==> src/hw/rtl/cvr_pkg.sv <==
`default_nettype none

package cvr_pkg;

  localparam int MAX_WIDTH    = 2048;
  localparam int MAX_HEIGHT   = 2048;
  localparam int CHANNEL_BITS = 8;

  localparam int COL_W   = $clog2(MAX_WIDTH);
  localparam int ROW_W   = $clog2(MAX_HEIGHT);
  localparam int SIZE_W  = 12;
  localparam int CFG_W   = 48;
  localparam int IDX_W   = 3;
  localparam int COEF_W  = 16;
  localparam int BANKS   = 4;
  localparam int BANK_W  = 2;
  localparam int CHANS   = 3;

  // Arithmetic widths: coef x {0,pixel}, then a three-term and a nine-term sum
  localparam int PROD_W   = COEF_W + CHANNEL_BITS + 1;
  localparam int ROWSUM_W = PROD_W + 2;
  localparam int SUM_W    = PROD_W + 4;
  localparam int FRAC_W   = 8;

  localparam int FIFO_DEPTH = 8;
  localparam int FIFO_AW    = $clog2(FIFO_DEPTH);
  localparam int FIFO_CW    = FIFO_AW + 1;

  // Channel order inside a pixel
  localparam int CH_BLUE  = 0;
  localparam int CH_GREEN = 1;
  localparam int CH_RED   = 2;

  // Input word kinds
  localparam logic MODE_PIXEL = 1'b0;

  // Register indexes
  typedef logic [IDX_W-1:0] reg_idx_t;
  localparam reg_idx_t REG_WIDTH    = 3'd0;
  localparam reg_idx_t REG_HEIGHT   = 3'd1;
  localparam reg_idx_t REG_COEF_TOP = 3'd2;
  localparam reg_idx_t REG_COEF_MID = 3'd3;
  localparam reg_idx_t REG_COEF_BOT = 3'd4;

  typedef logic [SIZE_W-1:0] size_t;
  localparam size_t WIDTH_RESET  = 12'd640;
  localparam size_t HEIGHT_RESET = 12'd480;
  localparam logic [CFG_W-1:0] COEF_TOP_RESET = 48'h0;
  localparam logic [CFG_W-1:0] COEF_MID_RESET = 48'h0000_0100_0000;
  localparam logic [CFG_W-1:0] COEF_BOT_RESET = 48'h0;

  typedef logic [CHANS-1:0][CHANNEL_BITS-1:0] pix_t;
  // One column of the window: index 0 upper row, 1 centre, 2 lower
  typedef pix_t [2:0] col_t;
  // Window: index 0 left column, 1 centre, 2 right
  typedef col_t [2:0] win_t;
  // One line-RAM word: the same column of all four banked rows
  typedef pix_t [BANKS-1:0] bank_word_t;
  // Kernel rows, index 0 top
  typedef logic [2:0][CFG_W-1:0] coef_set_t;

  // Control handed from the sequencer to the window stage
  typedef struct packed {
    logic              emit;
    logic              fetch;
    logic              rowstart;
    logic              first_col;
    logic              last_col;
    logic              frame_last;
    logic [BANK_W-1:0] bank_up;
    logic [BANK_W-1:0] bank_mid;
    logic [BANK_W-1:0] bank_dn;
    logic              fwd_up;
    logic              fwd_mid;
    logic              fwd_dn;
    pix_t              fwd_pix;
  } fetch_ctl_t;

  typedef struct packed {
    pix_t pix;
    logic last;
  } out_word_t;

  // Size register write: below 2 reads as 2, above the maximum as the maximum
  function automatic size_t clamp_size(input size_t v, input size_t maxv);
    size_t r;
    if (v < size_t'(2)) r = size_t'(2);
    else if (v > maxv)  r = maxv;
    else                r = v;
    return r;
  endfunction

  // Round half up, drop the fraction, clamp to the channel range
  function automatic logic [CHANNEL_BITS-1:0] finish(input logic signed [SUM_W-1:0] s);
    logic signed [SUM_W:0] t;
    logic [CHANNEL_BITS-1:0] r;
    t = (SUM_W+1)'(s) + (SUM_W+1)'(128);
    if (t[SUM_W])                                     r = '0;
    else if (|t[SUM_W-1:FRAC_W+CHANNEL_BITS])         r = '1;
    else                                              r = t[FRAC_W+CHANNEL_BITS-1:FRAC_W];
    return r;
  endfunction

endpackage

`default_nettype wire

==> src/hw/rtl/cvr_window.sv <==
`default_nettype none

// Column window: takes the fetched column from the line RAM (or the pixel
// written in the same cycle) and builds the 3x3 window with edge mirroring.
module cvr_window (
  input  logic                  clk,
  input  logic                  rst,
  input  cvr_pkg::fetch_ctl_t   s1,
  input  cvr_pkg::bank_word_t   rd_word,
  output logic                  s2_valid,
  output logic                  s2_last,
  output cvr_pkg::win_t         s2_win
);
  import cvr_pkg::*;

  col_t col_new;
  col_t col_p;      // column before the centre
  col_t col_q;      // centre column
  win_t win;

  // New column, with forwarding of the word written alongside the read
  always_comb begin
    col_new[0] = s1.fwd_up  ? s1.fwd_pix : rd_word[s1.bank_up];
    col_new[1] = s1.fwd_mid ? s1.fwd_pix : rd_word[s1.bank_mid];
    col_new[2] = s1.fwd_dn  ? s1.fwd_pix : rd_word[s1.bank_dn];
  end

  // Left and right mirror each other at the row ends
  always_comb begin
    win[1] = col_q;
    priority if (s1.first_col) begin
      win[0] = col_new;
      win[2] = col_new;
    end else if (s1.last_col) begin
      win[0] = col_p;
      win[2] = col_p;
    end else begin
      win[0] = col_p;
      win[2] = col_new;
    end
  end

  // Column history
  always_ff @(posedge clk) begin
    if (s1.fetch) begin
      if (s1.rowstart) begin
        col_q <= col_new;
      end else begin
        col_p <= col_q;
        col_q <= col_new;
      end
    end
  end

  always_ff @(posedge clk) begin
    if (rst) begin
      s2_valid <= 1'b0;
    end else begin
      s2_valid <= s1.emit;
    end
    s2_last <= s1.frame_last;
    s2_win  <= win;
  end

endmodule

`default_nettype wire

==> config.mk <==
export PLATFORM = sky130hd
export DESIGN_NAME = cvr_window
export DESIGN_NICKNAME = d
export VERILOG_FILES = /design/src/hw/rtl/cvr_pkg.sv /design/src/hw/rtl/cvr_window.sv
export SDC_FILE = /design/constraint.sdc
export NUM_CORES = 1
export LEC_CHECK = 0
export BUFFER_PORTS_ARGS = -buffer_cell sky130_fd_sc_hd__buf_2
export CORE_MARGIN = 4
export CORE_UTILIZATION = 40
export CTS_BUF_LIST = sky130_fd_sc_hd__clkbuf_16
export DETAILED_ROUTE_END_ITERATION = 8
export GPL_ROUTABILITY_DRIVEN = 0
export SLEW_MARGIN = 20
export SYNTH_ARGS = -nofsm -noshare
export SYNTH_HDL_FRONTEND = slang
export SYNTH_SLANG_ARGS = --single-unit
==> constraint.sdc <==
create_clock -name clk -period 14.1 [get_ports clk]
set_input_delay 3.525 -clock clk [delete_from_list [all_inputs] [get_ports clk]]
set_output_delay 3.525 -clock clk [all_outputs]
set_load 0.03 [all_outputs]
==> flow_metrics.py <==
metrics = {
    "pwr": {
        "leakage_nw": 7.839,
        "power_density_nw_per_um2": 148.6,
        "power_mw": 2.643,
        "ir_drop_v": 0.00009795,
    },
    "sta": {
        "setup_viol": 0,
        "layout_min_cycle_time_ns": 5.664,
        "tightest_slew_ns": 1.143,
        "hold_viol": 0,
        "timing.fmax_mhz": 176.5,
        "rsz0062_at_grt": "false",
        "relSlewSlack": 0.2380,
        "fin_skew_ns": 0.01648,
        "period_share": 0.4017,
        "drv_slew": 0,
        "final.setup.tns_ns": 0,
    },
    "setup_path": {
        "crit_required_ns": 14.53,
        "cp_max_fo": 76,
        "cp-start-kind": "input pin",
        "reg2reg_depth": 2,
        "r2r-end": "s2_win[163]",
        "arrival_ns": 6.10,
        "ff2ff_setup_slack_ns": 13.33,
        "endpoint_kind": "flop",
        "worst-setup-path-type": "input pin to flop",
        "rr_startpoint": "col_p[19]",
    },
    "logic_synthesis": {
        "avgSynthCellArea_sq_um": 12.57,
        "synth_xor_area_frac": 0,
        "synth_compound_area_frac": 0.1234,
        "yosys.area_share.simple": 0.1026,
        "synthMostInstantiatedCell": "dfxtp_1",
        "yosys.area.top_type": "dfxtp_1",
        "synth_edf_count": 144,
        "synth_top_family_by_area": "multiplexers",
        "synthFlopType": "dfxtp_1",
        "async_flop_share": 0,
        "synthCells": 1162,
        "yosysSeqAreaShare": 0.5949,
        "ys_types": 16,
        "syn_nets": 1299,
        "synth_top_area_frac": 0.2988,
        "synthMuxAreaShare": 0.1265,
        "yosys-top-cells-count": "218 x dfxtp_1, 144 x edfxtp_1, 144 x nand2_1, 144 x o22ai_1, 76 x nand2b_1",
        "synth-seq-cells": 362,
        "yosys-top-cells-area": "dfxtp_1 30%, edfxtp_1 30%, mux2_4 6.2%, o22ai_1 6.2%, o22ai_2 6.2%",
        "synthAdderAreaFrac": 0,
        "yosysWarnings": 0,
        "synth_area_sq_um": 14600,
    },
    "floorplanning": {
        "ioPinCount": 355,
        "die-area_sq_um": 39630,
        "dieHeight_um": 199.1,
        "die_w_um": 199.1,
        "initial_core_util": 0.4076,
        "core-area_sq_um": 35830,
        "rows": 69,
    },
    "min_path": {
        "hold_class": "flop to flop",
        "min-delay-start": "col_q[3]",
        "min_to": "s2_win[75]",
        "whs_path_depth": 0,
    },
    "drt": {
        "ant_nets": 0,
        "viasPerCell": 5.200,
        "vias": 10370,
        "firstDrtPassIters": 5,
        "wl_per_cell_um": 21.74,
        "postRouteWirelength_um": 43340,
        "drc": 0,
        "drt_iter0_drc": 728,
    },
    "clock_tree": {
        "cts_setup_buffers": 0,
        "tritoncts": "done",
        "root_buffer": "clkbuf_16",
        "hold_buffers": 0,
        "insertion_delay_ns": 0.53,
        "h-tree-depth": 2,
        "cts-resized-gates": 0,
        "numCtsBuffers": 39,
        "path_clk_slew_ns": 0.06,
        "cts_sinks": 362,
        "clockBufferDepth": 3,
    },
    "placed_design": {
        "hpwl_um": 28280,
        "numPortBuffers": 354,
    },
    "grt": {
        "antenna_found_initial": 10,
        "track_usage": 0.2063,
        "grt_overflow": 0,
        "grt_pass1_vias": 10210,
        "grt_max_degree": 77,
        "grt_pass1_wl_um": 62380,
    },
    "final_layout": {
        "drive_above_1_share": 0.3878,
        "area_delta_synth_final_pct": 21.76,
        "fin_nets": 1631,
    },
    "status": {
        "status": "finished clean",
    },
    "run": {
        "cap_violations": 0,
    },
}
[routing by layer]
layer  share of wire  track usage  wire, um  vias up
met3           0.072      0.04654      3115       64
met4           0.023      0.06966      1013        2
met5         0.00018            0         8        -
met2            0.47       0.3322     20590      389
met1            0.43       0.2771     18620     5091
li1                -            -         -     4823
[kinds of logic after synthesis]
logic type,after synthesis
DFF,362
and+or+nand+nor,297
muxes,144
buffers and inverters,143
AOI/OAI and AO/OA,216
[worst max-delay path, stage by stage]
cell and delay [ns]:
buf_4 0.57, nand2b_4 0.78, buf_4 0.78, nand2_1 0.13
o22ai_1 0.17
[stage by stage]
stage               hold WS (ns)  worst slack (ns)  std cells  instance area, sq um    util
global route              0.3751             8.236       1993                 17780  0.4962
finish                    0.3599             8.436       1994                 17780  0.4963
CTS                       0.3634             8.469       1984                 17740  0.4951
floorplan                 0.3435             6.848       1162                 14600       -
detailed placement        0.3541             7.907       1913                 16530  0.4615
global placement          0.3460             7.958       1913                 16530  0.4615
[cells in the final DEF, fill, tap and decap left out]
master	n
nand2b_2	3
clkinvlp_4	1
mux2_1	44
nand2b_1	72
nand2_1	144
mux2_4	60
o22ai_1	144
nand2b_4	1
diode_2	9
clkinv_4	1
clkinv_2	3
clkbuf_16	41
inv_1	85
buf_4	9
or2_2	3
mux2_2	40
buf_12	1
buf_2	352
edfxtp_1	144
nor2b_1	73
bufinv_16	2
o22ai_2	72
nor2b_4	1
dfxtp_1	218
clkinv_1	9
inv_4	1
[report_power, final]
group          internal, mW  leakage [nW]  total, mW  switching [mW]
combinational         0.147          3.98      0.442           0.295
clock                 0.560         0.637      0.968           0.408
sequential             1.19          3.22       1.23          0.0379
total                  1.90          7.84       2.64           0.741
[registers in the layout (all words and copies together), names as in the netlist]
| register | cells |
|---|---|
| s2_last | 1 |
| s2_win | 216 |
| col_q | 72 |
| s2_valid | 1 |
| col_p | 72 |
[final cells by class]
cell class                      count  area (sq um)
Antenna cell                        9         22.52
Clock buffer                       41          1026
Clock inverter                     30         180.2
Fill cell                        3189         18050
Inverter                           72         270.3
Multi-Input combinational cell    657          5169
Sequential cell                   362          8688
Tap cell                          461         576.8
Timing Repair Buffer              362          1849
[worst max-delay path by stage]
stage / from / endpoint / slack [ns] / depth (start not counted)
3_5_place_dp: s1[35] / s2_win[197] / 7.91 / 5
2_1_floorplan: s1[36] / col_p[0] / 6.85 / 1
5_1_grt: s1[35] / s2_win[174] / 8.24 / 5
6_report: s1[35] / s2_win[198] / 8.44 / 5
3_3_place_gp: s1[37] / col_p[11] / 7.96 / 3
4_1_cts: s1[35] / s2_win[197] / 8.47 / 5
Power figures use the tool's default switching activity.
