==> src/hw/rtl/cvr_pkg.sv <==
`default_nettype none

package cvr_pkg;

  localparam int MAX_WIDTH    = 2048;
  localparam int MAX_HEIGHT   = 2048;
  localparam int CHANNEL_BITS = 8;

  localparam int COL_W   = $clog2(MAX_WIDTH);
  localparam int ROW_W   = $clog2(MAX_HEIGHT);
  localparam int SIZE_W  = 12;
  localparam int CFG_W   = 48;
  localparam int IDX_W   = 3;
  localparam int COEF_W  = 16;
  localparam int BANKS   = 4;
  localparam int BANK_W  = 2;
  localparam int CHANS   = 3;

  // Arithmetic widths: coef x {0,pixel}, then a three-term and a nine-term sum
  localparam int PROD_W   = COEF_W + CHANNEL_BITS + 1;
  localparam int ROWSUM_W = PROD_W + 2;
  localparam int SUM_W    = PROD_W + 4;
  localparam int FRAC_W   = 8;

  localparam int FIFO_DEPTH = 8;
  localparam int FIFO_AW    = $clog2(FIFO_DEPTH);
  localparam int FIFO_CW    = FIFO_AW + 1;

  // Channel order inside a pixel
  localparam int CH_BLUE  = 0;
  localparam int CH_GREEN = 1;
  localparam int CH_RED   = 2;

  // Input word kinds
  localparam logic MODE_PIXEL = 1'b0;

  // Register indexes
  typedef logic [IDX_W-1:0] reg_idx_t;
  localparam reg_idx_t REG_WIDTH    = 3'd0;
  localparam reg_idx_t REG_HEIGHT   = 3'd1;
  localparam reg_idx_t REG_COEF_TOP = 3'd2;
  localparam reg_idx_t REG_COEF_MID = 3'd3;
  localparam reg_idx_t REG_COEF_BOT = 3'd4;

  typedef logic [SIZE_W-1:0] size_t;
  localparam size_t WIDTH_RESET  = 12'd640;
  localparam size_t HEIGHT_RESET = 12'd480;
  localparam logic [CFG_W-1:0] COEF_TOP_RESET = 48'h0;
  localparam logic [CFG_W-1:0] COEF_MID_RESET = 48'h0000_0100_0000;
  localparam logic [CFG_W-1:0] COEF_BOT_RESET = 48'h0;

  typedef logic [CHANS-1:0][CHANNEL_BITS-1:0] pix_t;
  // One column of the window: index 0 upper row, 1 centre, 2 lower
  typedef pix_t [2:0] col_t;
  // Window: index 0 left column, 1 centre, 2 right
  typedef col_t [2:0] win_t;
  // One line-RAM word: the same column of all four banked rows
  typedef pix_t [BANKS-1:0] bank_word_t;
  // Kernel rows, index 0 top
  typedef logic [2:0][CFG_W-1:0] coef_set_t;

  // Control handed from the sequencer to the window stage
  typedef struct packed {
    logic              emit;
    logic              fetch;
    logic              rowstart;
    logic              first_col;
    logic              last_col;
    logic              frame_last;
    logic [BANK_W-1:0] bank_up;
    logic [BANK_W-1:0] bank_mid;
    logic [BANK_W-1:0] bank_dn;
    logic              fwd_up;
    logic              fwd_mid;
    logic              fwd_dn;
    pix_t              fwd_pix;
  } fetch_ctl_t;

  typedef struct packed {
    pix_t pix;
    logic last;
  } out_word_t;

  // Size register write: below 2 reads as 2, above the maximum as the maximum
  function automatic size_t clamp_size(input size_t v, input size_t maxv);
    size_t r;
    if (v < size_t'(2)) r = size_t'(2);
    else if (v > maxv)  r = maxv;
    else                r = v;
    return r;
  endfunction

  // Round half up, drop the fraction, clamp to the channel range
  function automatic logic [CHANNEL_BITS-1:0] finish(input logic signed [SUM_W-1:0] s);
    logic signed [SUM_W:0] t;
    logic [CHANNEL_BITS-1:0] r;
    t = (SUM_W+1)'(s) + (SUM_W+1)'(128);
    if (t[SUM_W])                                     r = '0;
    else if (|t[SUM_W-1:FRAC_W+CHANNEL_BITS])         r = '1;
    else                                              r = t[FRAC_W+CHANNEL_BITS-1:FRAC_W];
    return r;
  endfunction

endpackage

`default_nettype wire

==> src/hw/rtl/cvr_ctrl.sv <==
`default_nettype none

// Registers, position counters and fetch sequencing.
module cvr_ctrl (
  input  logic                          clk,
  input  logic                          rst,
  input  logic                          cfg_we,
  input  cvr_pkg::reg_idx_t             cfg_index,
  input  logic [cvr_pkg::CFG_W-1:0]     cfg_data,
  input  logic                          accept,
  input  logic                          mode,
  input  cvr_pkg::pix_t                 in_pix,
  output logic                          wr_en,
  output logic [cvr_pkg::BANK_W-1:0]    wr_bank,
  output logic [cvr_pkg::COL_W-1:0]     wr_col,
  output cvr_pkg::pix_t                 wr_pix,
  output logic [cvr_pkg::COL_W-1:0]     rd_col,
  output cvr_pkg::fetch_ctl_t           s1,
  output cvr_pkg::coef_set_t            coefs
);
  import cvr_pkg::*;

  size_t              frame_width;
  size_t              frame_height;
  logic [COL_W-1:0]   in_column;
  logic [ROW_W-1:0]   in_row;
  logic [COL_W-1:0]   out_column;
  logic [ROW_W-1:0]   out_row;
  logic               in_done;
  size_t              lag;          // pixels in minus results out

  logic               pix_ok;
  logic               emit;
  logic               in_col_last;
  logic               in_row_last;
  logic               out_col_last;
  logic               out_row_last;
  logic               prefetch;
  logic [ROW_W-1:0]   fetch_row;
  logic [COL_W-1:0]   fetch_col;
  logic [ROW_W-1:0]   row_up;
  logic [ROW_W-1:0]   row_dn;
  logic               fwd_hit;
  logic               size_write;
  fetch_ctl_t         s1_next;

  // Word classification
  always_comb begin
    pix_ok       = accept && (mode == MODE_PIXEL) && !in_done;
    emit         = (pix_ok && ((SIZE_W+1)'(lag) >= (SIZE_W+1)'(frame_width) + (SIZE_W+1)'(1)))
                || (accept && !pix_ok && in_done);
    in_col_last  = size_t'(in_column)  == frame_width  - size_t'(1);
    in_row_last  = size_t'(in_row)     == frame_height - size_t'(1);
    out_col_last = size_t'(out_column) == frame_width  - size_t'(1);
    out_row_last = size_t'(out_row)    == frame_height - size_t'(1);
    prefetch     = pix_ok && (in_column == '0) && (in_row == ROW_W'(1));
    size_write   = cfg_we && ((cfg_index == REG_WIDTH) || (cfg_index == REG_HEIGHT));
  end

  // Which column to fetch next and from which rows (reflect at the frame edge)
  always_comb begin
    priority if (prefetch) begin
      fetch_row = '0;
      fetch_col = '0;
    end else if (out_col_last) begin
      fetch_row = out_row + ROW_W'(1);
      fetch_col = '0;
    end else begin
      fetch_row = out_row;
      fetch_col = out_column + COL_W'(1);
    end
    row_up = (fetch_row == '0) ? ROW_W'(1) : fetch_row - ROW_W'(1);
    row_dn = (size_t'(fetch_row) + size_t'(1) == frame_height)
           ? ROW_W'(frame_height - size_t'(2)) : fetch_row + ROW_W'(1);
    fwd_hit = pix_ok && (fetch_col == in_column);

    s1_next.emit       = emit;
    s1_next.fetch      = prefetch || (emit && !(out_col_last && out_row_last));
    s1_next.rowstart   = prefetch || (emit && out_col_last);
    s1_next.first_col  = out_column == '0;
    s1_next.last_col   = out_col_last;
    s1_next.frame_last = out_col_last && out_row_last;
    s1_next.bank_up    = row_up[BANK_W-1:0];
    s1_next.bank_mid   = fetch_row[BANK_W-1:0];
    s1_next.bank_dn    = row_dn[BANK_W-1:0];
    s1_next.fwd_up     = fwd_hit && (row_up[BANK_W-1:0]    == in_row[BANK_W-1:0]);
    s1_next.fwd_mid    = fwd_hit && (fetch_row[BANK_W-1:0] == in_row[BANK_W-1:0]);
    s1_next.fwd_dn     = fwd_hit && (row_dn[BANK_W-1:0]    == in_row[BANK_W-1:0]);
    s1_next.fwd_pix    = in_pix;
  end

  assign wr_en   = pix_ok;
  assign wr_bank = in_row[BANK_W-1:0];
  assign wr_col  = in_column;
  assign wr_pix  = in_pix;
  assign rd_col  = fetch_col;

  // Configuration registers
  always_ff @(posedge clk) begin
    if (rst) begin
      frame_width  <= WIDTH_RESET;
      frame_height <= HEIGHT_RESET;
      coefs[0]     <= COEF_TOP_RESET;
      coefs[1]     <= COEF_MID_RESET;
      coefs[2]     <= COEF_BOT_RESET;
    end else if (cfg_we) begin
      unique case (cfg_index)
        REG_WIDTH:    frame_width  <= clamp_size(cfg_data[SIZE_W-1:0], size_t'(MAX_WIDTH));
        REG_HEIGHT:   frame_height <= clamp_size(cfg_data[SIZE_W-1:0], size_t'(MAX_HEIGHT));
        REG_COEF_TOP: coefs[0]     <= cfg_data;
        REG_COEF_MID: coefs[1]     <= cfg_data;
        REG_COEF_BOT: coefs[2]     <= cfg_data;
        default: ;
      endcase
    end
  end

  // Position counters
  always_ff @(posedge clk) begin
    if (rst || size_write) begin
      in_column  <= '0;
      in_row     <= '0;
      out_column <= '0;
      out_row    <= '0;
      in_done    <= 1'b0;
      lag        <= '0;
    end else if (accept) begin
      if (emit && s1_next.frame_last) begin
        // last result of the frame: start over
        in_column  <= '0;
        in_row     <= '0;
        out_column <= '0;
        out_row    <= '0;
        in_done    <= 1'b0;
        lag        <= '0;
      end else begin
        if (pix_ok) begin
          if (in_col_last) begin
            in_column <= '0;
            in_row    <= in_row + ROW_W'(1);
            if (in_row_last) begin
              in_done <= 1'b1;
            end
          end else begin
            in_column <= in_column + COL_W'(1);
          end
        end
        if (pix_ok && !emit) begin
          lag <= lag + size_t'(1);
        end else if (!pix_ok && emit) begin
          lag <= lag - size_t'(1);
        end
        if (emit) begin
          if (out_col_last) begin
            out_column <= '0;
            out_row    <= out_row + ROW_W'(1);
          end else begin
            out_column <= out_column + COL_W'(1);
          end
        end
      end
    end
  end

  // Fetch control into the read stage
  always_ff @(posedge clk) begin
    if (rst) begin
      s1 <= '0;
    end else begin
      s1 <= s1_next;
    end
  end

endmodule

`default_nettype wire

==> config.mk <==
export PLATFORM = sky130hd
export DESIGN_NAME = cvr_ctrl
export DESIGN_NICKNAME = d
export VERILOG_FILES = /design/src/hw/rtl/cvr_pkg.sv /design/src/hw/rtl/cvr_ctrl.sv
export SDC_FILE = /design/constraint.sdc
export NUM_CORES = 1
export LEC_CHECK = 0
export BUFFER_PORTS_ARGS = -buffer_cell sky130_fd_sc_hd__buf_2
export CORE_UTILIZATION = 29
export CTS_BUF_LIST = sky130_fd_sc_hd__clkbuf_8
export DETAILED_ROUTE_END_ITERATION = 12
export HOLD_SLACK_MARGIN = 0.12
export PLACE_DENSITY = 0.47
export SYNTH_ARGS = -nofsm -noshare
export SYNTH_HDL_FRONTEND = slang
export SYNTH_SLANG_ARGS = --single-unit
==> constraint.sdc <==
create_clock -name clk -period 6 [get_ports clk]
set_clock_uncertainty 0.1 [all_clocks]
set_input_delay 1.8 -clock clk [delete_from_list [all_inputs] [get_ports clk]]
set_output_delay 1.8 -clock clk [all_outputs]
set_load 0.005 [all_outputs]
==> results.json <==
{
  "worst_slew_pin_slew_ns": 1.206,
  "irDropWorstVdd_uv": 177.4,
  "cts_root_buffer": "clkbuf_8",
  "rr_startpoint": "frame_width[0]",
  "synth_compound_area_share_pct": 14.87,
  "synth_top_family_by_area": "simple AND/OR/NAND/NOR gates",
  "drt_iter0_drc": 631,
  "fin_ws_ns": 0.1452,
  "avgSynthCellArea_um2": 7.833,
  "ys.flop_type": "dfxtp_1",
  "grt_use_total_pct": 19.57,
  "cts_tree": "built",
  "ff2ff_path_depth": 27,
  "final_cells": 2597,
  "slew_headroom_pct": 19.32,
  "yosys-top-cells-count": "373 x nand2_1, 264 x dfxtp_1, 220 x a21oi_1",
  "synth_largest_area_cell": "dfxtp_1",
  "synthCells": 1715,
  "firstDrtPassIters": 5,
  "numCtsBuffers": 50,
  "synth_mux_area_share_pct": 1.788,
  "hpwl_um": 33920,
  "antenna_found_initial": 6,
  "path_buf_inv": 2,
  "synth_cell_types": 79,
  "timing_hold_violations_final": 0,
  "fp.coreArea_um2": 45580,
  "crit_fanout": 12,
  "cts.hold.buffers_added": 0,
  "synthXorXnorAreaFrac_pct": 8.671,
  "layout-drive-gt1-share_pct": 22.56,
  "synthArstFlopShare_pct": 0,
  "crit_cells": 9,
  "cts_resized": 0,
  "design.die.area_um2": 47190,
  "synth_top_area_share_pct": 39.34,
  "overflow": 0,
  "yosysMostFrequentCell": "nand2_1",
  "synthAdderAreaFrac_pct": 3.409,
  "cp_data_required_time_ns": 4.10,
  "cp-endpoint": "rd_col[3]",
  "cts_sinks": 264,
  "netlist_top_cells_area": "dfxtp_1 39%, nand2_1 10%, a21oi_1 8.2%",
  "setup_viol": 0,
  "grt_pass1_wl_um": 72020,
  "areaGrowthSynthToFinish_pct": 22.47,
  "path_delay_family": "simple AND/OR/NAND/NOR gates",
  "start_util_pct": 29.48,
  "rr_endpoint": "lag[11]",
  "via_count": 12700,
  "syn_area_um2": 13430,
  "row_count": 78,
  "die_h_um": 217.2,
  "clockBufferDepth": 3,
  "wl_um": 46990,
  "grt_max_degree": 91,
  "status": "complete, no violations",
  "ys_ff_latch": 264,
  "viasPerCell": 4.888,
  "htreeDepth": 2,
  "final.setup.tns_ns": 0,
  "numPortBuffers": 311,
  "reg2reg_slack_ns": 0.42,
  "slew_viol_final": 0,
  "period_needed_ns": 5.855,
  "pre_cts_ws_ns": 0.2084,
  "drc": 0,
  "maxCapViolations": 0,
  "synth_simple_gate_area_share_pct": 25.86,
  "post_drt_wl_per_cell_um": 18.09,
  "max_freq_ghz": 0.1708,
  "power_density_nw_per_um2": 260.4,
  "cts_setup_buffers": 0,
  "final_nets": 2069,
  "dieWidth_um": 217.2,
  "worstSetupPathType": "reg -> out",
  "finalCritPeriodShare_pct": 97.58,
  "syn-num-nets": 1831,
  "rsz0062_at_grt": "no",
  "hold_class": "reg -> reg",
  "end_kind": "output pin",
  "ios": 312,
  "clock_latency_ns": 0.64,
  "start_kind": "register",
  "seq_area_frac_synth_pct": 39.34,
  "synth_edf_count": 0,
  "place_inst": 2501,
  "arrival_ns": 3.95,
  "leakagePower_nw": 6.831,
  "crit_chain": "buf_4 > or4_4 > or3_1 > and3_1 > nand2b_1 > or3_4 > nand2_1 > nor2_1 > buf_2",
  "slowest_stage": "or4_4",
  "ant_nets": 0,
  "path_clk_slew_ns": 0.06,
  "ys_warn_count": 0,
  "holdWs_ns": 0.3505,
  "max_stage_delay_ns": 0.64,
  "place_congestion": 0.8988,
  "grt_pass1_vias": 12090,
  "crit_start": "frame_width[0]"
}
cell type report:
cell class / count / area (um^2)
Clock buffer: 67 / 922.1
Sequential cell: 264 / 5285
Tap cell: 600 / 750.7
Timing Repair Buffer: 337 / 1758
Fill cell: 4817 / 29120
Multi-Input combinational cell: 1266 / 7385
Antenna cell: 2 / 5.005
Inverter: 34 / 127.6
Clock inverter: 27 / 220.2
cells in the final DEF (no fill, tap or decap), types with 5 or more instances in the layout:
master    instances
a21oi_1         220
nand2b_1         11
nor2_1          122
clkbuf_8         67
nor3_1           15
a211o_1           6
mux2i_1          24
nor4b_1           5
and3_1           18
or4_1             7
nand3_1          33
a21o_1           15
o32ai_1           5
o211ai_1          5
nand4_1          19
inv_1            47
o21bai_1          5
or3_1            12
ha_1             35
buf_2           310
clkinv_2          6
xor2_1           45
nand3b_1         13
nor2b_1          36
and2_1            5
o21ai_0          34
and4_1            5
nor4_1           24
nand2_1         372
dfxtp_1         264
buf_4            26
xnor2_1          81
a31oi_1          11
state kept, by name, indices dropped and copies added, names as in the netlist:
| register | cells |
|---|---|
| coefs | 144 |
| frame_height | 12 |
| frame_width | 12 |
| in_done | 1 |
| in_row | 11 |
| lag | 12 |
| out_column | 11 |
| out_row | 11 |
| s1 | 39 |
| wr_col | 11 |
tightest hold or removal path: stages, from the launching register on:
cell and delay [ns]:
dfxtp_1 0.30, nand2_1 0.05, a21oi_1 0.05
routing by layer:
metal	GRT usage (%)	wire length, um
met3	6.695	3831
met5	0	62
met2	30.28	20950
met4	6.549	1240
met1	25.27	20910
through the flow:
stage / total power, mW / utilization (%) / cell area (um^2)
after floorplan: 2.172 / - / 13430
after global placement: 2.330 / 33.55 / 15290
after detailed placement: 2.336 / 33.55 / 15290
after CTS: 4.351 / 36.06 / 16430
after global routing: 4.494 / 36.09 / 16450
final: 4.284 / 36.10 / 16450
cell families after synthesis:
kind of cell,Yosys count
buffers and inverters,185
adder cells (fa/ha/maj),36
AND/OR/NAND/NOR,736
AO/OA/AOI/OAI,341
XOR/XNOR,129
multiplexers,24
flip-flops,264
report_power, final:
part	total [mW]	internal, mW	leakage, nW	switching (mW)
clock network	1.98	1.14	0.644	0.848
logic	0.462	0.197	4.04	0.265
registers	1.84	1.80	2.14	0.0366
total	4.28	3.13	6.83	1.15
worst min path at each step:
stage                          start          to  slack [ns]  depth (start not counted)
after floorplan             coefs[0]    coefs[0]        0.35                          2
after global placement     coefs[49]   coefs[49]        0.34                          2
after detailed placement  coefs[108]  coefs[108]        0.34                          2
after CTS                 coefs[107]  coefs[107]        0.35                          2
after global routing      coefs[107]  coefs[107]        0.37                          2
final                     coefs[107]  coefs[107]        0.35                          2
Power figures use the tool's default switching activity.
