--- config.mk ---
export PLATFORM = sky130hd
export DESIGN_NAME = cvr_out_fifo
export DESIGN_NICKNAME = d
export VERILOG_FILES = /design/src/hw/rtl/cvr_pkg.sv /design/src/hw/rtl/cvr_out_fifo.sv
export SDC_FILE = /design/constraint.sdc
export NUM_CORES = 1
export LEC_CHECK = 0
export ABC_AREA = 1
export BUFFER_PORTS_ARGS = -buffer_cell sky130_fd_sc_hd__buf_2
export CORE_UTILIZATION = 55
export CTS_BUF_LIST = sky130_fd_sc_hd__clkbuf_16
export CTS_CLUSTER_DIAMETER = 40
export CTS_CLUSTER_SIZE = 16
export DETAILED_ROUTE_END_ITERATION = 8
export GPL_TIMING_DRIVEN = 0
export PLACE_DENSITY = 0.86
export SETUP_SLACK_MARGIN = 0.02
export SLEW_MARGIN = 20
export SYNTH_ARGS = -nofsm -noshare
export SYNTH_HDL_FRONTEND = slang
export SYNTH_SLANG_ARGS = --single-unit
--- constraint.sdc ---
create_clock -name clk -period 2.6 [get_ports clk]
set_input_delay 0.26 -clock clk [delete_from_list [all_inputs] [get_ports clk]]
set_output_delay 0.26 -clock clk [all_outputs]
set_load 0.05 [all_outputs]
--- src/hw/rtl/cvr_pkg.sv ---
`default_nettype none

package cvr_pkg;

  localparam int MAX_WIDTH    = 2048;
  localparam int MAX_HEIGHT   = 2048;
  localparam int CHANNEL_BITS = 8;

  localparam int COL_W   = $clog2(MAX_WIDTH);
  localparam int ROW_W   = $clog2(MAX_HEIGHT);
  localparam int SIZE_W  = 12;
  localparam int CFG_W   = 48;
  localparam int IDX_W   = 3;
  localparam int COEF_W  = 16;
  localparam int BANKS   = 4;
  localparam int BANK_W  = 2;
  localparam int CHANS   = 3;

  // Arithmetic widths: coef x {0,pixel}, then a three-term and a nine-term sum
  localparam int PROD_W   = COEF_W + CHANNEL_BITS + 1;
  localparam int ROWSUM_W = PROD_W + 2;
  localparam int SUM_W    = PROD_W + 4;
  localparam int FRAC_W   = 8;

  localparam int FIFO_DEPTH = 8;
  localparam int FIFO_AW    = $clog2(FIFO_DEPTH);
  localparam int FIFO_CW    = FIFO_AW + 1;

  // Channel order inside a pixel
  localparam int CH_BLUE  = 0;
  localparam int CH_GREEN = 1;
  localparam int CH_RED   = 2;

  // Input word kinds
  localparam logic MODE_PIXEL = 1'b0;

  // Register indexes
  typedef logic [IDX_W-1:0] reg_idx_t;
  localparam reg_idx_t REG_WIDTH    = 3'd0;
  localparam reg_idx_t REG_HEIGHT   = 3'd1;
  localparam reg_idx_t REG_COEF_TOP = 3'd2;
  localparam reg_idx_t REG_COEF_MID = 3'd3;
  localparam reg_idx_t REG_COEF_BOT = 3'd4;

  typedef logic [SIZE_W-1:0] size_t;
  localparam size_t WIDTH_RESET  = 12'd640;
  localparam size_t HEIGHT_RESET = 12'd480;
  localparam logic [CFG_W-1:0] COEF_TOP_RESET = 48'h0;
  localparam logic [CFG_W-1:0] COEF_MID_RESET = 48'h0000_0100_0000;
  localparam logic [CFG_W-1:0] COEF_BOT_RESET = 48'h0;

  typedef logic [CHANS-1:0][CHANNEL_BITS-1:0] pix_t;
  // One column of the window: index 0 upper row, 1 centre, 2 lower
  typedef pix_t [2:0] col_t;
  // Window: index 0 left column, 1 centre, 2 right
  typedef col_t [2:0] win_t;
  // One line-RAM word: the same column of all four banked rows
  typedef pix_t [BANKS-1:0] bank_word_t;
  // Kernel rows, index 0 top
  typedef logic [2:0][CFG_W-1:0] coef_set_t;

  // Control handed from the sequencer to the window stage
  typedef struct packed {
    logic              emit;
    logic              fetch;
    logic              rowstart;
    logic              first_col;
    logic              last_col;
    logic              frame_last;
    logic [BANK_W-1:0] bank_up;
    logic [BANK_W-1:0] bank_mid;
    logic [BANK_W-1:0] bank_dn;
    logic              fwd_up;
    logic              fwd_mid;
    logic              fwd_dn;
    pix_t              fwd_pix;
  } fetch_ctl_t;

  typedef struct packed {
    pix_t pix;
    logic last;
  } out_word_t;

  // Size register write: below 2 reads as 2, above the maximum as the maximum
  function automatic size_t clamp_size(input size_t v, input size_t maxv);
    size_t r;
    if (v < size_t'(2)) r = size_t'(2);
    else if (v > maxv)  r = maxv;
    else                r = v;
    return r;
  endfunction

  // Round half up, drop the fraction, clamp to the channel range
  function automatic logic [CHANNEL_BITS-1:0] finish(input logic signed [SUM_W-1:0] s);
    logic signed [SUM_W:0] t;
    logic [CHANNEL_BITS-1:0] r;
    t = (SUM_W+1)'(s) + (SUM_W+1)'(128);
    if (t[SUM_W])                                     r = '0;
    else if (|t[SUM_W-1:FRAC_W+CHANNEL_BITS])         r = '1;
    else                                              r = t[FRAC_W+CHANNEL_BITS-1:FRAC_W];
    return r;
  endfunction

endpackage

`default_nettype wire

--- src/hw/rtl/cvr_out_fifo.sv ---
`default_nettype none

// Result queue: absorbs everything in flight when the consumer stalls.
module cvr_out_fifo (
  input  logic                          clk,
  input  logic                          rst,
  input  logic                          push,
  input  cvr_pkg::out_word_t            push_word,
  input  logic                          pop,
  output logic                          out_valid,
  output cvr_pkg::out_word_t            head,
  output logic [cvr_pkg::FIFO_CW-1:0]   count
);
  import cvr_pkg::*;

  out_word_t          slots [FIFO_DEPTH];
  logic [FIFO_AW-1:0] wr_ptr;
  logic [FIFO_AW-1:0] rd_ptr;

  assign out_valid = count != '0;
  assign head      = slots[rd_ptr];

  always_ff @(posedge clk) begin
    if (push) begin
      slots[wr_ptr] <= push_word;
    end
  end

  always_ff @(posedge clk) begin
    if (rst) begin
      wr_ptr <= '0;
      rd_ptr <= '0;
      count  <= '0;
    end else begin
      if (push) begin
        wr_ptr <= wr_ptr + FIFO_AW'(1);
      end
      if (pop) begin
        rd_ptr <= rd_ptr + FIFO_AW'(1);
      end
      if (push && !pop) begin
        count <= count + FIFO_CW'(1);
      end else if (!push && pop) begin
        count <= count - FIFO_CW'(1);
      end
    end
  end

endmodule

`default_nettype wire

==> metrics.txt, run 1 <==
outcome finished, final reports clean; initial DRC count 578; peak supply drop 0.6158 mV; postcts setup bufs 0; syn avg cell area 11.47 µm²; Boundary Pins 59; r2r worst-path depth 2; die area 0.01618 mm²; Layout area overhead 17.68%; final setup margin 0.1804 ns; total number of vias 5,782; clock buffer depth 3; Core Util, Final 0.6649; first-pass GRT wire length 29,950 µm; num rows 45; Synth area leader edfxtp_1; RSZ-0062 raised after global routing no; gpl congestion 0.7608; number of global-route vias before repair 5,895; clk_lat worst skew 0.51 ns; Finish-stage setup viols 0; total power 8.251 mW; pre-CTS WS 0.6224 ns; Pwr Density 813.3 mW/mm²; Primary FF master, synth edfxtp_1; PortBufs 58; Setup crit end kind primary output; Worst Hold Class in2reg; Post-synth top cells 216 x nor2_1, 200 x edfxtp_1, 146 x nand2_1; htree depth 1; clock skew 0.007192 ns; # hold bufs at CTS 0; Layout fillers 1,058; Clock transition at path regs 0.06 ns; drt pass-1 iters 5; Synthesis Warnings 0; CP arrival 2.16 ns; setup TNS 0 ns; share of post-route cells with drive strength above 1 0.1725; fin crit period 2.420 ns; Setup CP Type reg2out; via/cell ratio 5.409; wire per inst 17.44 µm; CTS tree built; synthesized area 0.008622 mm²; CP max FO 10; Critical Path RT 2.34 ns; final net count 876; initial cell density of the core 0.5651; Synth cell types 25; largest net degree at the start of global routing 26; Synth Register Bits 213; gr usage total 0.2428; Final ANT Viol Nets 0; Final Hold Vio Count 0; top post-synthesis cells by area edfxtp_1 70%, nor2_1 9.4%, nand2_1 6.4%; Net Count, Synth 787; Post-CTS Resized 0; DRT Wirelength 18,650 µm; area share of the largest cell type after synthesis 0.6966; Post-DP HPWL 11,920 µm; most numerous cell in the Yosys netlist nor2_1; clk root buf clkbuf_16; Rel. slew slack 0.4272; Die Y 127.2 µm; DRC 0; Slew Viols, Final 0; Startpoint Class flop; Fmax achieved 413.3 MHz; hold-critical path depth 4; Pleak 3.854 nW; clock sinks 213; Post-synth EDFFs 200; max cap viols 0; Ant. Diodes 0; Gate Count Post-Synth 752; Placeable Area 0.01526 mm²; sequential share of the synthesized area 0.7267; Period Utilization, post-route 0.9306; die width 127.2 µm; Layout Cells excl Fill 1,069; antenna violations before repair 0; dpl cells 1,026; asr flop ratio synth 0; GRT Residual Overflow 0; Slew @ Worst Pin 0.8571 ns; cts bufs inserted 24
==> state kept, by name (all words and copies together) (netlist names), named ones only <==
signal,cells
wr_ptr,3
rd_ptr,3
count,4
slots,200
==> final timing paths <==
check | to | slack [ns] | start
setup / recovery | head[20] | 0.18 | flop
hold / removal | count[2] | 0.03 | rst
setup reg to reg | slots[0][9] | 0.77 | wr_ptr[0]
hold reg to reg | rd_ptr[1] | 0.49 | rd_ptr[1]
==> worst max-delay path, cell delays in order (launching register included) <==
cell,delay (ns)
dfxtp_1,0.33
inv_2,0.17
clkbuf_1,0.41
o21ai_0,0.19
nand2_1,0.11
nand2_1,0.06
nand2_1,0.10
buf_2,0.27
==> final cells by class <==
type,count,area (µm²),share of cell area
flip-flops and latches,213,6266,0.6176
multi-input cells,487,2112,0.2082
clock buffers,25,625.6,0.06166
repair buffers,63,427.9,0.04218
well taps,211,264.0,0.02602
plain buffers,38,251.5,0.02479
clock inverters,18,146.4,0.01443
inverters,14,52.55,0.005179
==> metrics by stage <==
stage	hold slack (ns)	instance area (µm²)
2_1_floorplan	0.3589	8622
3_3_place_gp	0.4758	9176
3_5_place_dp	0.4832	9374
4_1_cts	0.01432	10150
5_1_grt	0.03029	10150
6_report	0.02808	10150
==> logic make-up after synthesis <==
group,after synthesis,share of synthesized area
adder cells (fa/ha/maj),6,0.009578
buffers and inverters,52,0.03526
AND/OR/NAND/NOR,370,0.1628
AO/OA/AOI/OAI,109,0.06356
flip-flops,213,0.7267
XOR/XNOR,2,0.002032
==> where the power goes <==
part           internal, mW  total, mW  switching [mW]
clock network          1.81       3.27            1.46
registers              3.84       3.87          0.0339
logic                 0.290       1.11           0.816
total                  5.94       8.25            2.31
==> per-layer routing <==
layer | vias to the layer above | global-route usage | wire length, µm
met5 | - | 0 | 0
met2 | 213 | 0.4234 | 9515
met4 | 0 | 0.1029 | 556
met3 | 54 | 0.03559 | 1042
li1 | 2741 | - | -
met1 | 2774 | 0.3055 | 7533
==> cell usage in the layout (no fill, tap or decap), types with 2 or more instances in the layout <==
cell type / n
clkinv_2: 3
nand3_1: 4
buf_16: 5
nor2_4: 8
inv_1: 12
clkbuf_1: 4
buf_6: 6
clkbuf_16: 25
buf_1: 3
a21oi_1: 7
dfxtp_1: 13
ha_1: 5
buf_4: 6
or2_2: 2
inv_8: 4
o21ai_1: 35
clkinv_4: 3
inv_2: 3
o21ai_0: 66
clkbuf_2: 4
nor2_1: 208
clkbuf_8: 2
buf_2: 71
inv_6: 6
edfxtp_1: 200
nand2_1: 146
(Power assumes the default switching activity.)
==> inputs of run 2 (changes only) <==
--- a/config.mk
+++ b/config.mk
@@ -7,6 +7,8 @@
 export LEC_CHECK = 0
 export ABC_AREA = 1
 export BUFFER_PORTS_ARGS = -buffer_cell sky130_fd_sc_hd__buf_2
+export CAP_MARGIN = 40
+export CORE_ASPECT_RATIO = 1.1
 export CORE_UTILIZATION = 55
 export CTS_BUF_LIST = sky130_fd_sc_hd__clkbuf_16
 export CTS_CLUSTER_DIAMETER = 40
==> metrics.txt, run 2 (synthesis results as in run 1) <==
via/cell ratio 5.435 (was 5.409); Rel. slew slack 0.4559 (was 0.4272); largest net degree at the start of global routing 26 (unchanged); Largest Register slots (unchanged); Die Y 133.3 µm (was 127.2 µm); fin crit period 2.393 ns (was 2.420 ns); die width 121.4 µm (was 127.2 µm); clock skew 0.007409 ns (was 0.007192 ns); initial DRC count 516 (was 578); clk_lat worst skew 0.50 ns (was 0.51 ns); Placeable Area 0.01517 mm² (was 0.01526 mm²); Setup CP Type reg2out (unchanged); Slew @ Worst Pin 0.8142 ns (was 0.8571 ns); Finish-stage setup viols 0 (unchanged); Core Util, Final 0.6649 (about the same); DRT Wirelength 18,130 µm (was 18,650 µm); peak supply drop 0.5686 mV (was 0.6158 mV); Critical Path RT 2.34 ns (about the same); setup TNS 0 ns (unchanged); Worst Hold Class in2reg (unchanged); clock sinks 213 (unchanged); num rows 47 (was 45); Ant. Diodes 0 (unchanged); clk root buf clkbuf_16 (unchanged); outcome finished, final reports clean (unchanged); wire per inst 17.28 µm (was 17.44 µm); antenna violations before repair 0 (unchanged); final net count 874 (was 876); # hold bufs at CTS 0 (unchanged); Startpoint Class flop (unchanged); Final Hold Vio Count 0 (unchanged); RSZ-0062 raised after global routing no (unchanged); max cap viols 0 (unchanged); Pwr Density 809.1 mW/mm² (was 813.3 mW/mm²); Layout area overhead 16.99% (was 17.68%); Slew Viols, Final 0 (unchanged); Post-DP HPWL 10,960 µm (was 11,920 µm); CP arrival 2.13 ns (was 2.16 ns); GRT Residual Overflow 0 (unchanged); max reg flops 200 (unchanged); die area 0.01618 mm² (about the same); gpl congestion 0.7665 (was 0.7608); first-pass GRT wire length 28,480 µm (was 29,950 µm); highest-count cells in the layout ignoring fill and taps 208 x nor2_1, 200 x edfxtp_1, 146 x nand2_1 (unchanged); cts bufs inserted 22 (was 24); share of post-route cells with drive strength above 1 0.1688 (was 0.1725); DRC 0 (unchanged); initial cell density of the core 0.5683 (was 0.5651); Pleak 3.824 nW (was 3.854 nW); Clock transition at path regs 0.06 ns (about the same); Period Utilization, post-route 0.9203 (was 0.9306); number of global-route vias before repair 5,895 (unchanged); gr usage total 0.2337 (was 0.2428); drt pass-1 iters 5 (unchanged); Boundary Pins 59 (unchanged); commonest non-fill, non-tap cell in the layout nor2_1 (unchanged); Final ANT Viol Nets 0 (unchanged); clock buffer depth 3 (unchanged); total number of vias 5,701 (was 5,782); total power 8.162 mW (was 8.251 mW); PortBufs 58 (unchanged); largest registers slots x200, count x4 (unchanged); CTS tree built (unchanged); CP max FO 10 (unchanged); htree depth 1 (unchanged); Fmax achieved 417.9 MHz (was 413.3 MHz); Setup crit end kind primary output (unchanged)
run 2: changes by cell type in the layout (fill, tap and decap cells not counted), sizes merged:
| cell | delta |
|---|---|
| clkinvlp | +2 |
| clkinv | -3 |
| clkbuf | -1 |
| buf | -1 |
| inv | -4 |
| bufinv | +2 |
run 2: where the power goes:
part	switching (mW)	internal, mW	leakage [nW]	total [mW]
Sequential	0.0333	3.84	1.92	3.87
Clock	1.34	1.85	0.364	3.19
Combinational	0.817	0.288	1.54	1.10
Total	2.19	5.98	3.82	8.16
run 2: area by class of cell:
class / count / area [µm²]
plain buffers: 38 / 252.7
clock buffers: 23 / 575.6
clock inverters: 15 / 170.2
fillers: 1004 / 5085
inverters: 14 / 52.55
multi-input cells: 487 / 2112
flip-flops and latches: 213 / 6266
well taps: 196 / 245.2
repair buffers: 63 / 412.9
run 2: per-layer routing:
layer / vias up / routed length, µm / track usage
met5: - / 0 / 0
met4: 0 / 729 / 0.1331
met3: 69 / 1282 / 0.03639
met2: 259 / 9414 / 0.4097
met1: 2639 / 6700 / 0.2710
li1: 2734 / - / -
run 2: path summary, 6_finish.rpt:
| path | from | end | slack, ns | cells past startpoint |
|---|---|---|---|---|
| min | rst | count[2] | 0.03 | 4 |
| max reg2reg | wr_ptr[0] | slots[0][21] | 0.79 | 2 |
| min reg2reg | rd_ptr[1] | rd_ptr[1] | 0.50 | 2 |
| max | flop | head[4] | 0.21 | 7 |
run 2: worst max-delay path, cell delays in order, from the launching register on:
cell and delay (ns):
dfxtp_1 0.34, inv_2 0.19, clkbuf_1 0.37, o21ai_0 0.20, nand2_1 0.11, nand2_1 0.07, nand2_1 0.09, buf_2 0.27
run 2: repair_timing:
action	in CTS	in global routing
endpoints found under the setup margin	0	1
buffers inserted	0	0
gates resized for setup	0	1
run 2: through the flow:
step                      hold slack, ns  setup slack [ns]  std cells  instance area, µm²
after floorplan                   0.3589            0.4687        752                8622
after global placement            0.4779           -0.4496       1006                9158
after detailed placement          0.4908            0.7125       1011                9340
after CTS                        0.02407            0.1768       1049               10090
after global routing             0.02441           0.03203       1049               10090
final                            0.03142            0.2073       1049               10090
==> inputs of run 3 (changes only) <==
--- a/config.mk
+++ b/config.mk
@@ -6,7 +6,7 @@
 export NUM_CORES = 1
 export LEC_CHECK = 0
 export ABC_AREA = 1
-export BUFFER_PORTS_ARGS = -buffer_cell sky130_fd_sc_hd__buf_2
+export BUFFER_PORTS_ARGS = -buffer_cell sky130_fd_sc_hd__clkbuf_2
 export CAP_MARGIN = 40
 export CORE_ASPECT_RATIO = 1.1
 export CORE_UTILIZATION = 55
==> constraint.sdc (replaced) <==
create_clock -name clk -period 2.4 [get_ports clk]
set_input_delay 0.24 -clock clk [delete_from_list [all_inputs] [get_ports clk]]
set_output_delay 0.24 -clock clk [all_outputs]
set_load 0.05 [all_outputs]
==> metrics.txt, run 3 (synthesis results as in run 1) <==
outcome finished, final reports clean (unchanged); drt pass-1 iters 5 (unchanged); Core Util, Final 0.6650 (was 0.6649); max cap viols 0 (unchanged); Worst Hold Class in2reg (unchanged); R2R setup slack 0.64 ns (was 0.79 ns); largest net degree at the start of global routing 26 (unchanged); Flop pwr share 0.479 (was 0.474); clock power share 0.383 (was 0.390); final net count 874 (unchanged); Period Utilization, post-route 0.9828; gr usage total 0.2305 (was 0.2337); via/cell ratio 5.480 (was 5.435); CP arrival 2.12 ns (was 2.13 ns); clock skew 0.009799 ns (was 0.007409 ns); Final ANT Viol Nets 0 (unchanged); Critical Path RT 2.16 ns (was 2.34 ns); GRT Residual Overflow 0 (unchanged); die area 0.01618 mm² (unchanged); DRT Wirelength 18,110 µm (was 18,130 µm); Gate power share 0.137 (was 0.135); gpl congestion 0.7730 (was 0.7665); Fmax achieved 424.0 MHz; clock buffer depth 3 (unchanged); clk root buf clkbuf_16 (unchanged); Post-DP HPWL 11,250 µm (was 10,960 µm); CP max FO 10 (unchanged); Finish-stage setup viols 0 (unchanged); fin crit period 2.359 ns; Sw Share 0.2713 (was 0.2679); largest registers slots x200, count x4 (unchanged); Slew @ Worst Pin 0.7921 ns (was 0.8142 ns); r2r worst-path depth 2 (unchanged); highest-count cells in the layout ignoring fill and taps 208 x nor2_1, 200 x edfxtp_1, 146 x nand2_1 (unchanged); Worst path most repeated cell nand2_1 (unchanged); first-pass GRT wire length 28,090 µm (was 28,480 µm); min-delay src push_word[20] (was rst); antenna violations before repair 0 (unchanged); Buf+Inv Stages, Crit Path 4 (was 3); Ant. Diodes 0 (unchanged); Final Hold Vio Count 0 (unchanged); die width 121.4 µm (unchanged); DRC 0 (unchanged); num rows 47 (unchanged); worst path cell trace buf_2 -> inv_2 -> buf_2 -> nor2_1 -> o21ai_0 -> nand2_1 -> nand2_1 -> nand2_1 -> clkbuf_2 (was inv_2 -> clkbuf_1 -> o21ai_0 -> nand2_1 -> nand2_1 -> nand2_1 -> buf_2); commonest non-fill, non-tap cell in the layout nor2_1 (unchanged); Net Switching 2.375 mW (was 2.187 mW); peak supply drop 0.8249 mV (was 0.5686 mV); Placeable Area 0.01517 mm² (unchanged); Boundary Pins 59 (unchanged); Layout area overhead 17.02% (was 16.99%); CP max-delay cell dfxtp_1 (was clkbuf_1); Pwr Density 867.6 mW/mm² (was 809.1 mW/mm²); clk_lat worst skew 0.49 ns (was 0.50 ns); Slew Viols, Final 0 (unchanged); Die Y 133.3 µm (unchanged); Worst path top cell family by delay buffers and inverters (unchanged); Rel. slew slack 0.4707 (was 0.4559); initial cell density of the core 0.5683 (unchanged); max incr delay on CP 0.31 ns (was 0.37 ns); CP Depth 9 (was 7); hold-critical path depth 1 (was 4); Clock transition at path regs 0.06 ns (about the same); number of global-route vias before repair 5,756 (was 5,895); share of post-route cells with drive strength above 1 0.1745 (was 0.1688); cts bufs inserted 22 (unchanged); max reg flops 200 (unchanged); Largest Register slots (unchanged); Pleak 3.851 nW (was 3.824 nW); Setup CP Type reg2out (unchanged); CTS tree built (unchanged); Startpoint Class flop (unchanged); wire per inst 17.25 µm (was 17.28 µm); total number of vias 5,754 (was 5,701); initial DRC count 408 (was 516); PortBufs 58 (unchanged); htree depth 1 (unchanged); Setup crit end kind primary output (unchanged); RSZ-0062 raised after global routing no (unchanged); total power 8.753 mW (was 8.162 mW); clock sinks 213 (unchanged); RR Startpoint wr_ptr[0] (unchanged); internal power 6.378 mW (was 5.975 mW)
-- run 3: cell types whose count changed in the layout (fill, tap and decap cells not counted) --
cell | previous run | this run
clkbuf_2 | 5 | 65
clkinv_2 | 1 | 2
inv_8 | 2 | 4
buf_2 | 71 | 14
buf_1 | 2 | 0
buf_12 | 2 | 1
clkbuf_4 | 0 | 2
bufinv_16 | 2 | 1
inv_1 | 12 | 13
buf_16 | 3 | 4
inv_6 | 4 | 2
clkbuf_1 | 4 | 1
-- run 3: what timing repair did --
item / 4_1_cts / 5_1_grt
hold buffers: 0 / 0
buffers inserted: 0 / 0
resized for setup: 0 / 14
endpoints found under the setup margin: 0 / 18
-- run 3: power by group through the flow --
stage | clock [mW] | sequential, mW | combinational, mW
floorplan | 0 | 4.30 | 0.806
CTS | 3.38 | 4.19 | 1.19
finish | 3.36 | 4.19 | 1.20
detailed placement | 0 | 4.27 | 1.18
global route | 3.49 | 4.20 | 1.31
global placement | 0 | 4.27 | 1.13
-- run 3: worst paths after layout --
kind,to
max,head[0]
min,slots[0][20]
max reg2reg,slots[0][16]
min reg2reg,rd_ptr[1]
-- run 3: final cells by class --
| type | count | area [µm²] |
|---|---|---|
| Multi-Input combinational cell | 487 | 2112 |
| Fill cell | 999 | 5082 |
| Tap cell | 196 | 245.2 |
| Buffer | 38 | 259.0 |
| Clock inverter | 16 | 153.9 |
| Timing Repair Buffer | 63 | 425.4 |
| Sequential cell | 213 | 6266 |
| Clock buffer | 23 | 575.6 |
| Inverter | 14 | 52.55 |
-- run 3: metal layers --
metal	global-route usage	vias to the layer above	share of wire
li1	-	2733	-
met1	0.2682	2668	0.36
met2	0.4034	287	0.52
met3	0.02997	66	0.074
met4	0.1406	0	0.043
met5	0	-	0
-- run 3: per-stage QoR --
| step | instance area [µm²] | setup WS, ns | setup TNS [ns] | cells | hold slack [ns] |
|---|---|---|---|---|---|
| floorplan | 8622 | 0.2687 | 0 | 752 | 0.3389 |
| global placement | 9158 | -0.6414 | -79.22 | 1006 | 0.4783 |
| detailed placement | 9348 | 0.5150 | 0 | 1011 | 0.4908 |
| CTS | 10080 | 0.03224 | 0 | 1050 | 0.007341 |
| global route | 10090 | 0.02202 | 0 | 1050 | 0.03493 |
| finish | 10090 | 0.04132 | 0 | 1050 | 0.02115 |
-- run 3: worst register-to-register path, cell delays in order, from the launching register on --
cell and delay (ns):
dfxtp_1 0.34, or2_2 0.42, nor2_4 0.63
